### config.mk
export PLATFORM = sky130hd
export DESIGN_NAME = delimited_message_ring_queue
export DESIGN_NICKNAME = d
export VERILOG_FILES = /design/src/design/dmrq_pkg.sv /design/src/design/dmrq_front.sv /design/src/design/dmrq_back.sv /design/src/design/dmrq_rsp_queue.sv /design/src/design/delimited_message_ring_queue.sv
export SDC_FILE = /design/constraint.sdc
export NUM_CORES = 2
export LEC_CHECK = 0
export BUFFER_PORTS_ARGS = -buffer_cell sky130_fd_sc_hd__buf_2
export CORE_ASPECT_RATIO = 0.9
export CORE_MARGIN = 1.5
export CORE_UTILIZATION = 25
export CTS_CLUSTER_SIZE = 28
export DETAILED_ROUTE_END_ITERATION = 8
export HOLD_SLACK_MARGIN = 0.1
export SLEW_MARGIN = 10
export SYNTH_ARGS = -nofsm -noshare
export SYNTH_HDL_FRONTEND = slang
export SYNTH_SLANG_ARGS = --single-unit
### constraint.sdc
create_clock -name clock -period 22.9 [get_ports clock]
set_input_delay 1.145 -clock clock [delete_from_list [all_inputs] [get_ports clock]]
set_output_delay 1.145 -clock clock [all_outputs]
set_load 0.005 [all_outputs]
### src/design/dmrq_pkg.sv
// Shared types and constants of the delimited message ring queue.
`timescale 1ns / 1ps

package dmrq_pkg;

   // Most payload bytes a single pop may return.
   localparam int RESULT_CAP = 32;
   localparam int CNT_W      = $clog2(RESULT_CAP + 1);
   localparam int IDX_W      = $clog2(RESULT_CAP);

   localparam logic [7:0] SEPARATOR_RESET = 8'd10;

   localparam logic MODE_PUSH = 1'b0;
   localparam logic MODE_POP  = 1'b1;

   localparam logic [1:0] STATUS_OK        = 2'd0;
   localparam logic [1:0] STATUS_TOO_LONG  = 2'd1;
   localparam logic [1:0] STATUS_NO_SPACE  = 2'd2;
   localparam logic [1:0] STATUS_POP_EMPTY = 2'd3;

   typedef struct packed {
      logic       mode;
      logic [7:0] data_byte;
      logic [5:0] message_length;
      logic       last_byte;
   } req_type;

   typedef struct packed {
      logic [7:0] data_out;
      logic       byte_valid;
      logic       last_out;
      logic [1:0] status;
      logic       is_empty;
      logic [8:0] free_count;
   } rsp_type;

   // Decoded command handed from the front to the back.
   typedef struct packed {
      logic       is_pop;
      logic [7:0] data;
      logic [5:0] len;
      logic       last;
   } cmd_type;

   typedef enum logic [2:0] {
      ST_IDLE,
      ST_SEP,
      ST_RESULT,
      ST_WALK_WAIT,
      ST_WALK_CHECK,
      ST_EMIT
   } back_state_type;

endpackage

### src/design/dmrq_front.sv
// Front end: accepts request items, decodes them and queues the commands.
`timescale 1ns / 1ps

module dmrq_front
   import dmrq_pkg::*;
(
   input  logic    clock,
   input  logic    reset,
   input  logic    req_push,
   input  req_type req_item,
   output logic    req_full,
   output logic    cmd_valid,
   output cmd_type cmd,
   input  logic    cmd_take
);

   cmd_type    slot_ff [2];
   logic [1:0] count_ff, count_in;
   logic       wr_ptr_ff, wr_ptr_in;
   logic       rd_ptr_ff, rd_ptr_in;
   logic       wr_en, rd_en;
   cmd_type    decoded;

   always_comb begin
      decoded.is_pop = (req_item.mode == MODE_POP);
      decoded.data   = req_item.data_byte;
      decoded.len    = req_item.message_length;
      decoded.last   = req_item.last_byte;
   end

   assign req_full  = (count_ff == 2'd2);
   assign cmd_valid = (count_ff != 2'd0);
   assign cmd       = slot_ff[rd_ptr_ff];
   assign wr_en     = req_push && !req_full;
   assign rd_en     = cmd_take && cmd_valid;

   always_comb begin
      wr_ptr_in = wr_en ? ~wr_ptr_ff : wr_ptr_ff;
      rd_ptr_in = rd_en ? ~rd_ptr_ff : rd_ptr_ff;
      count_in  = count_ff + {1'b0, wr_en} - {1'b0, rd_en};
   end

   always_ff @(posedge clock) begin
      if (reset) begin
         count_ff  <= 2'd0;
         wr_ptr_ff <= 1'b0;
         rd_ptr_ff <= 1'b0;
      end else begin
         count_ff  <= count_in;
         wr_ptr_ff <= wr_ptr_in;
         rd_ptr_ff <= rd_ptr_in;
      end
   end

   always_ff @(posedge clock) begin
      if (wr_en) begin
         slot_ff[wr_ptr_ff] <= decoded;
      end
   end

endmodule

### src/design/dmrq_back.sv
// Back end: byte ring, push bookkeeping and the pop walk.
`timescale 1ns / 1ps

module dmrq_back
   import dmrq_pkg::*;
#(
   parameter int RING_DEPTH  = 256,
   parameter int MAX_PAYLOAD = 32
) (
   input  logic       clock,
   input  logic       reset,
   input  logic       cmd_valid,
   input  cmd_type    cmd,
   output logic       cmd_take,
   input  logic [7:0] separator,
   output logic       rsp_push,
   output rsp_type    rsp_item,
   input  logic       rsp_full
);

   localparam int PTR_W  = $clog2(RING_DEPTH);
   localparam int FREE_W = $clog2(RING_DEPTH + 1);

   back_state_type state_ff, state_in;

   logic [PTR_W-1:0]  wp_ff, wp_in;
   logic [PTR_W-1:0]  rp_ff, rp_in;
   logic [FREE_W-1:0] free_ff, free_in;
   logic              inside_ff, inside_in;
   logic              acc_ff, acc_in;
   logic              rej_ff, rej_in;
   logic [5:0]        bw_ff, bw_in;
   logic [5:0]        decl_ff, decl_in;
   logic [1:0]        status_ff, status_in;
   logic [CNT_W-1:0]  n_ff, n_in;
   logic [IDX_W-1:0]  idx_ff, idx_in;

   logic [7:0]        ring_mem [RING_DEPTH];
   logic [7:0]        ring_rd_ff;
   logic              mem_we;
   logic [PTR_W-1:0]  mem_waddr;
   logic [7:0]        mem_wdata;

   logic [7:0]        buf_ff [RESULT_CAP];
   logic              buf_we;

   logic              start;
   logic [5:0]        eff_decl, eff_bw;
   logic              eff_rej, eff_acc;
   logic              store_data;
   logic              ring_empty;
   logic              emit_last;
   logic [31:0]       free_wide;

   function automatic logic [PTR_W-1:0] ptr_next(input logic [PTR_W-1:0] p);
      ptr_next = (p == PTR_W'(RING_DEPTH - 1)) ? '0 : p + 1'b1;
   endfunction

   // Push admission, evaluated against the item at the head of the command queue.
   assign start      = !inside_ff;
   assign eff_decl   = start ? cmd.len : decl_ff;
   assign eff_bw     = start ? 6'd0 : bw_ff;
   assign eff_rej    = start ? (32'(cmd.len) > MAX_PAYLOAD) : rej_ff;
   assign eff_acc    = start ? (!eff_rej && ((32'(cmd.len) + 32'd1) <= 32'(free_ff)))
                             : acc_ff;
   assign store_data = eff_acc && (eff_bw < eff_decl);
   assign ring_empty = (free_ff == FREE_W'(RING_DEPTH));
   assign emit_last  = ((CNT_W'(idx_ff) + 1'b1) == n_ff);
   assign free_wide  = 32'(free_ff);

   // Next state.
   always_comb begin
      state_in = state_ff;
      case (state_ff)
         ST_IDLE: begin
            if (cmd_valid) begin
               if (cmd.is_pop) begin
                  state_in = ring_empty ? ST_RESULT : ST_WALK_WAIT;
               end else if (cmd.last) begin
                  state_in = eff_acc ? ST_SEP : ST_RESULT;
               end
            end
         end
         ST_SEP: state_in = ST_RESULT;
         ST_RESULT: begin
            if (!rsp_full) state_in = ST_IDLE;
         end
         ST_WALK_WAIT: state_in = ST_WALK_CHECK;
         ST_WALK_CHECK: begin
            if (ring_empty || (ring_rd_ff == separator)) begin
               state_in = (n_ff == '0) ? ST_RESULT : ST_EMIT;
            end else if (n_ff == CNT_W'(RESULT_CAP)) begin
               state_in = ST_EMIT;
            end else begin
               state_in = ST_WALK_WAIT;
            end
         end
         ST_EMIT: begin
            if (!rsp_full && emit_last) state_in = ST_IDLE;
         end
         default: state_in = ST_IDLE;
      endcase
   end

   // Datapath and outputs.
   always_comb begin
      wp_in     = wp_ff;
      rp_in     = rp_ff;
      free_in   = free_ff;
      inside_in = inside_ff;
      acc_in    = acc_ff;
      rej_in    = rej_ff;
      bw_in     = bw_ff;
      decl_in   = decl_ff;
      status_in = status_ff;
      n_in      = n_ff;
      idx_in    = idx_ff;
      mem_we    = 1'b0;
      mem_waddr = wp_ff;
      mem_wdata = cmd.data;
      buf_we    = 1'b0;
      cmd_take  = 1'b0;
      rsp_push  = 1'b0;
      rsp_item.data_out   = 8'd0;
      rsp_item.byte_valid = 1'b0;
      rsp_item.last_out   = 1'b1;
      rsp_item.status     = status_ff;
      rsp_item.is_empty   = ring_empty;
      rsp_item.free_count = free_wide[8:0];

      case (state_ff)
         ST_IDLE: begin
            if (cmd_valid) begin
               cmd_take = 1'b1;
               if (cmd.is_pop) begin
                  status_in = ring_empty ? STATUS_POP_EMPTY : STATUS_OK;
                  n_in      = '0;
               end else begin
                  inside_in = 1'b1;
                  decl_in   = eff_decl;
                  rej_in    = eff_rej;
                  acc_in    = eff_acc;
                  bw_in     = eff_bw;
                  if (store_data) begin
                     mem_we  = 1'b1;
                     wp_in   = ptr_next(wp_ff);
                     free_in = (free_ff != '0) ? free_ff - 1'b1 : free_ff;
                     bw_in   = eff_bw + 6'd1;
                  end
                  if (cmd.last) begin
                     inside_in = 1'b0;
                     acc_in    = 1'b0;
                     bw_in     = 6'd0;
                     if (eff_acc)      status_in = STATUS_OK;
                     else if (eff_rej) status_in = STATUS_TOO_LONG;
                     else              status_in = STATUS_NO_SPACE;
                  end
               end
            end
         end
         ST_SEP: begin
            // Write pointer already moved past any data byte of this item.
            mem_we    = 1'b1;
            mem_wdata = separator;
            wp_in     = ptr_next(wp_ff);
            free_in   = (free_ff != '0) ? free_ff - 1'b1 : free_ff;
         end
         ST_RESULT: begin
            rsp_push = !rsp_full;
         end
         ST_WALK_WAIT: begin
         end
         ST_WALK_CHECK: begin
            idx_in = '0;
            if (!ring_empty) begin
               if (ring_rd_ff == separator) begin
                  rp_in   = ptr_next(rp_ff);
                  free_in = free_ff + 1'b1;
               end else if (n_ff != CNT_W'(RESULT_CAP)) begin
                  rp_in   = ptr_next(rp_ff);
                  free_in = free_ff + 1'b1;
                  buf_we  = 1'b1;
                  n_in    = n_ff + 1'b1;
               end
            end
         end
         ST_EMIT: begin
            rsp_push            = !rsp_full;
            rsp_item.data_out   = buf_ff[idx_ff];
            rsp_item.byte_valid = 1'b1;
            rsp_item.last_out   = emit_last;
            rsp_item.status     = STATUS_OK;
            if (!rsp_full) idx_in = idx_ff + 1'b1;
         end
         default: begin
         end
      endcase
   end

   always_ff @(posedge clock) begin
      if (reset) begin
         state_ff  <= ST_IDLE;
         wp_ff     <= '0;
         rp_ff     <= '0;
         free_ff   <= FREE_W'(RING_DEPTH);
         inside_ff <= 1'b0;
         acc_ff    <= 1'b0;
         rej_ff    <= 1'b0;
         bw_ff     <= 6'd0;
         decl_ff   <= 6'd0;
         status_ff <= STATUS_OK;
         n_ff      <= '0;
         idx_ff    <= '0;
      end else begin
         state_ff  <= state_in;
         wp_ff     <= wp_in;
         rp_ff     <= rp_in;
         free_ff   <= free_in;
         inside_ff <= inside_in;
         acc_ff    <= acc_in;
         rej_ff    <= rej_in;
         bw_ff     <= bw_in;
         decl_ff   <= decl_in;
         status_ff <= status_in;
         n_ff      <= n_in;
         idx_ff    <= idx_in;
      end
   end

   // Ring: one write port, one registered read port that follows the read pointer.
   always_ff @(posedge clock) begin
      if (mem_we) begin
         ring_mem[mem_waddr] <= mem_wdata;
      end
      ring_rd_ff <= ring_mem[rp_ff];
   end

   // Popped bytes wait here until the walk has settled the final free count.
   always_ff @(posedge clock) begin
      if (buf_we) begin
         buf_ff[n_ff[IDX_W-1:0]] <= ring_rd_ff;
      end
   end

endmodule

### src/design/dmrq_rsp_queue.sv
// Result queue between the back end and the response port.
`timescale 1ns / 1ps

module dmrq_rsp_queue
   import dmrq_pkg::*;
(
   input  logic    clock,
   input  logic    reset,
   input  logic    push,
   input  rsp_type item_in,
   output logic    full,
   output logic    empty,
   output rsp_type item_out,
   input  logic    pop
);

   rsp_type    slot_ff [2];
   logic [1:0] count_ff, count_in;
   logic       wr_ptr_ff, wr_ptr_in;
   logic       rd_ptr_ff, rd_ptr_in;
   logic       wr_en, rd_en;

   assign full     = (count_ff == 2'd2);
   assign empty    = (count_ff == 2'd0);
   assign item_out = slot_ff[rd_ptr_ff];
   assign wr_en    = push && !full;
   assign rd_en    = pop && !empty;

   always_comb begin
      wr_ptr_in = wr_en ? ~wr_ptr_ff : wr_ptr_ff;
      rd_ptr_in = rd_en ? ~rd_ptr_ff : rd_ptr_ff;
      count_in  = count_ff + {1'b0, wr_en} - {1'b0, rd_en};
   end

   always_ff @(posedge clock) begin
      if (reset) begin
         count_ff  <= 2'd0;
         wr_ptr_ff <= 1'b0;
         rd_ptr_ff <= 1'b0;
      end else begin
         count_ff  <= count_in;
         wr_ptr_ff <= wr_ptr_in;
         rd_ptr_ff <= rd_ptr_in;
      end
   end

   always_ff @(posedge clock) begin
      if (wr_en) begin
         slot_ff[wr_ptr_ff] <= item_in;
      end
   end

endmodule

### src/design/delimited_message_ring_queue.sv
// Top level of the delimited message ring queue.
`timescale 1ns / 1ps

// Byte ring of RING_DEPTH slots holding messages that each end in a stored
// separator byte (csr_data, reset 10). Push items carry one message byte
// each; the first item of a message brings its length, which must be at most
// MAX_PAYLOAD with length + 1 slots free, or the whole message is dropped.
// Only the last push item of a message returns a result (its status). A pop
// item returns the oldest message's bytes, at most 32, the final one marked
// last_out; all results of a pop show the free count after the whole walk.
// In the back end a last push item writes its separator (ST_SEP) before its
// result (ST_RESULT) if accepted, and goes straight to its result if rejected.
// A pop walks the ring one slot at a time (ST_WALK_WAIT, ST_WALK_CHECK), paced
// by the registered read port of the ring, then emits its bytes (ST_EMIT). A
// 2-entry command queue lets push items arrive while a pop is walking; a
// 2-entry result queue decouples rsp_pop. The ring itself needs no clearing
// pass after reset.
module delimited_message_ring_queue
   import dmrq_pkg::*;
#(
   parameter int RING_DEPTH  = 256,
   parameter int MAX_PAYLOAD = 32
) (
   input  logic       clock,
   input  logic       reset,
   // request items
   input  logic       req_push,
   input  req_type    req_item,
   output logic       req_full,
   // result items
   input  logic       rsp_pop,
   output rsp_type    rsp_item,
   output logic       rsp_empty,
   // separator register write
   input  logic       csr_valid,
   output logic       csr_ready,
   input  logic [7:0] csr_data
);

   logic       cmd_valid;
   cmd_type    cmd;
   logic       cmd_take;
   logic       back_push;
   rsp_type    back_item;
   logic       back_full;
   logic [7:0] separator_ff;

   // The register is always writable; pops compare against its current value.
   assign csr_ready = 1'b1;

   always_ff @(posedge clock) begin
      if (reset) begin
         separator_ff <= SEPARATOR_RESET;
      end else if (csr_valid && csr_ready) begin
         separator_ff <= csr_data;
      end
   end

   dmrq_front u_front (
      .clock     (clock),
      .reset     (reset),
      .req_push  (req_push),
      .req_item  (req_item),
      .req_full  (req_full),
      .cmd_valid (cmd_valid),
      .cmd       (cmd),
      .cmd_take  (cmd_take)
   );

   dmrq_back #(
      .RING_DEPTH  (RING_DEPTH),
      .MAX_PAYLOAD (MAX_PAYLOAD)
   ) u_back (
      .clock     (clock),
      .reset     (reset),
      .cmd_valid (cmd_valid),
      .cmd       (cmd),
      .cmd_take  (cmd_take),
      .separator (separator_ff),
      .rsp_push  (back_push),
      .rsp_item  (back_item),
      .rsp_full  (back_full)
   );

   dmrq_rsp_queue u_rsp_queue (
      .clock    (clock),
      .reset    (reset),
      .push     (back_push),
      .item_in  (back_item),
      .full     (back_full),
      .empty    (rsp_empty),
      .item_out (rsp_item),
      .pop      (rsp_pop)
   );

endmodule

==> impl_metrics.env <==
export IMPL_finalCoreUtilization_pct=28.78
export IMPL_critPathBufInv=1
export IMPL_max_freq_mhz=178.7
export IMPL_finalWorstSetupSlack_ns=17.31
export IMPL_crit_required_ns=23.40
export IMPL_ctsHoldBuffers=0
export IMPL_grt_pass1_wl_um=378500
export IMPL_switchingPower_w=0.002922
export IMPL_globalRouteMet3Util_pct=2.724
export IMPL_root_buffer="clkbuf_16"
export IMPL_cp_slowest_cell="dfxtp_1"
export IMPL_whs_ns=0.4713
export IMPL_drt_iter0_drc=7259
export IMPL_period_share_pct=24.43
export IMPL_postCtsSetupRepairBufs=0
export IMPL_p_comb_share_pct=13.1
export IMPL_fin_cells=10250
export IMPL_p_leak_nw=32.57
export IMPL_fin_nets=5002
export IMPL_gp_congestion=0.8605
export IMPL_synth_cell_types=81
export IMPL_dieArea_um2=391700
export IMPL_pwr_share_seq_pct=51.9
export IMPL_die_x_um=659.5
export IMPL_met2_usage_pct=19.76
export IMPL_synthFlopType="edfxtp_1"
export IMPL_cts_htree_levels=4
export IMPL_ant_nets=0
export IMPL_grt_max_degree=155
export IMPL_max_cap_violations=0
export IMPL_critPathMaxStageDelay_ns=1.00
export IMPL_rsz0062_at_grt="false"
export IMPL_clock_sinks=2467
export IMPL_intPower_w=0.008086
export IMPL_avgViaCountPerCell=4.881
export IMPL_grt_busiest_layer="met2"
export IMPL_p_per_area_nw_per_um2=99.25
export IMPL_start_kind="register"
export IMPL_worstSetupEndpointType="register"
export IMPL_pre_cts_ws_ns=17.27
export IMPL_placed_cells=9824
export IMPL_synth_cells=4823
export IMPL_die_h_um=593.9
export IMPL_setup_tns_ns=0
export IMPL_hpwl_um=159600
export IMPL_cpLargestDelayFamily="compound AO/OA/AOI/OAI gates"
export IMPL_min_path_type="primary input to register"
export IMPL_slew_limit_headroom_pct=18.94
export IMPL_finalCriticalPeriod_ns=5.594
export IMPL_grt_antenna_before_repair=13
export IMPL_cts_buffer_depth=4
export IMPL_io_buffers=52
export IMPL_vias=50040
export IMPL_grt_total_usage_pct=13.18
export IMPL_drc=0
export IMPL_clk_latency_ns=0.89
export IMPL_synth_area_um2=96980
export IMPL_core_um2=385400
export IMPL_use_met1_pct=19.38
export IMPL_final_setup_skew_ns=0.08945
export IMPL_syn_nets=4889
export IMPL_io_pins=54
export IMPL_crit_chain="mux2i_1 -> inv_1 -> ha_1 -> nand2_1 -> nor3_1 -> ha_1 -> and4b_1 -> nand2_1 -> o21bai_1 -> a31oi_1 -> or3_4 -> a21o_2 -> nor2_1"
export IMPL_clk_pin_slew_ns=0.07
export IMPL_fp_row_count=216
export IMPL_p_clk_share_pct=34.9
export IMPL_cts_buffers=233
export IMPL_hold_violations=0
export IMPL_grt_overflow=0
export IMPL_post_cts_resized=0
export IMPL_areaGrowthSynthToFinish_pct=14.37
export IMPL_arrival_ns=6.10
export IMPL_syn_area_per_cell_um2=20.11
export IMPL_power_switching_share_pct=26.54
export IMPL_synth_edf_count=2380
export IMPL_routed_wl_um=267500
export IMPL_cts_tree="done"
export IMPL_grt_pass1_vias=48850
export IMPL_maxSlewViolCount=0
export IMPL_irDropWorstVdd_mv=0.1802
export IMPL_layout_drive_gt1_share_pct=22.68
export IMPL_path_class="register to register"
export IMPL_setup_viol=0
export IMPL_synth_async_sr_flop_share_pct=0
export IMPL_status="complete, no violations"
export IMPL_synth_seq_cells=2467
export IMPL_start_util_pct=25.16
export IMPL_yosysSeqAreaShare_pct=75.49
export IMPL_wl_per_cell_um=26.09
export IMPL_worst_slew_pin_slew_ns=1.216
export IMPL_path_max_fanout=22
export IMPL_ys_warn_count=0
export IMPL_dr_pass1_iters=6
layout by cell type, fill, tap and decap left out, types with 23 or more instances in the layout:
cell,n
ha_1,36
nand3_1,45
mux2_2,29
mux2i_1,184
clkinv_2,49
xnor2_1,24
inv_1,34
buf_2,52
o21ai_0,63
nand2_1,153
xor2_1,23
a21oi_1,112
clkbuf_1,43
o22ai_1,31
edfxtp_1,2380
nor2_1,402
mux4_2,589
bufinv_16,23
buf_4,86
dfxtp_1,79
clkbuf_16,236
clkinv_1,47
cells in the mapped netlist (17+ instances only):
cell	count	area, um2
edfxtp_1	2380	71470
mux4_2	589	13270
nor2_1	404	1516
mux2i_1	184	1842
nand2_1	153	574.3
clkbuf_1	119	446.7
a21oi_1	112	560.5
dfxtp_1	87	1742
buf_2	77	385.4
o21ai_0	72	360.4
nand3_1	45	225.2
buf_1	38	142.6
ha_1	36	450.4
inv_1	35	131.4
a21o_1	31	232.7
o22ai_1	31	193.9
buf_4	30	225.2
mux2_2	29	326.6
nor2b_1	24	150.1
xnor2_1	24	210.2
xor2_1	23	201.4
nor3_1	22	110.1
a221oi_1	20	175.2
a22oi_1	19	142.6
o211ai_1	18	135.1
o221ai_1	18	157.7
a211oi_1	17	127.6
final timing paths:
check	cells past startpoint	startpoint	endpoint	slack (ns)
worst max-delay path	13	register	u_back.ring_mem[164][6]$_DFFE_PP_	17.31
worst min-delay path	1	req_item[13]	u_front.slot_ff[1][13]$_DFFE_PP_	0.47
worst max register to register	13	register	u_back.ring_mem[164][6]$_DFFE_PP_	17.31
worst min register to register	2	u_back.decl_ff[4]$_SDFFE_PP0P_	u_back.decl_ff[4]$_SDFFE_PP0P_	0.48
cells by family (layout without fill, tap and decap cells):
kind of cell / count (synthesis) / after routing / share of synthesized area [%]
mux: 804 / 804 / 15.94
xor+xnor: 47 / 47 / 0.4245
buf+inv: 307 / 612 / 1.458
fa+ha+maj: 37 / 37 / 0.4851
simple gates: 737 / 737 / 3.303
other cells: 1 / 2 / 0.003867
flops: 2467 / 2467 / 75.49
compound gates: 423 / 423 / 2.891
power by group through the flow:
stage               Combinational, W  Clock, W  Sequential (W)
floorplan                   0.000631         0         0.00625
detailed placement           0.00147         0         0.00581
global placement             0.00147         0         0.00581
global route                 0.00155   0.00406         0.00572
finish                       0.00145   0.00385         0.00572
CTS                          0.00147   0.00389         0.00571
state kept, by name, indices dropped and copies added, names as in the netlist, 3 cells and up, named ones only:
| signal | cells |
|---|---|
| u_back.decl_ff | 6 |
| u_back.mem_waddr | 8 |
| u_back.rp_ff | 8 |
| u_rsp_queue.slot_ff | 44 |
| u_back.idx_ff | 5 |
| u_front.slot_ff | 32 |
| u_back.state_ff | 3 |
| u_back.bw_ff | 6 |
| u_back.ring_mem | 2048 |
| u_back.n_ff | 6 |
| u_back.free_ff | 9 |
| separator_ff | 8 |
| u_back.ring_rd_ff | 8 |
| u_back.buf_ff | 256 |
stage by stage:
| stage | area [um2] | total power, W |
|---|---|---|
| floorplan | 96980 | 0.006882 |
| global placement | 103400 | 0.007282 |
| detailed placement | 103400 | 0.007283 |
| CTS | 110900 | 0.01108 |
| global route | 110900 | 0.01133 |
| finish | 110900 | 0.01101 |
cell type report:
type | count | area, um2
fillers | 37520 | 274500
inverters | 36 | 141.4
clock buffers | 283 | 6122
well taps | 5123 | 6410
clock inverters | 144 | 1371
multi-input cells | 2049 | 22500
diodes | 1 | 2.502
repair buffers | 149 | 1126
flip-flops and latches | 2467 | 73240
worst register-to-register path, cell delays in order (launching register included):
cell      delay (ns)
dfxtp_1         1.00
mux2i_1         0.47
inv_1           0.16
ha_1            0.25
nand2_1         0.11
nor3_1          0.07
ha_1            0.32
and4b_1         0.22
nand2_1         0.08
o21bai_1        0.18
a31oi_1         0.60
or3_4           0.47
a21o_2          0.91
nor2_1          0.44
layer usage:
layer,wire (um),vias up
met5,0,-
met4,7228,0
met3,27230,397
met2,118700,3008
met1,114300,26600
li1,-,20040
Note: power is estimated with default switching activity, not from simulation.
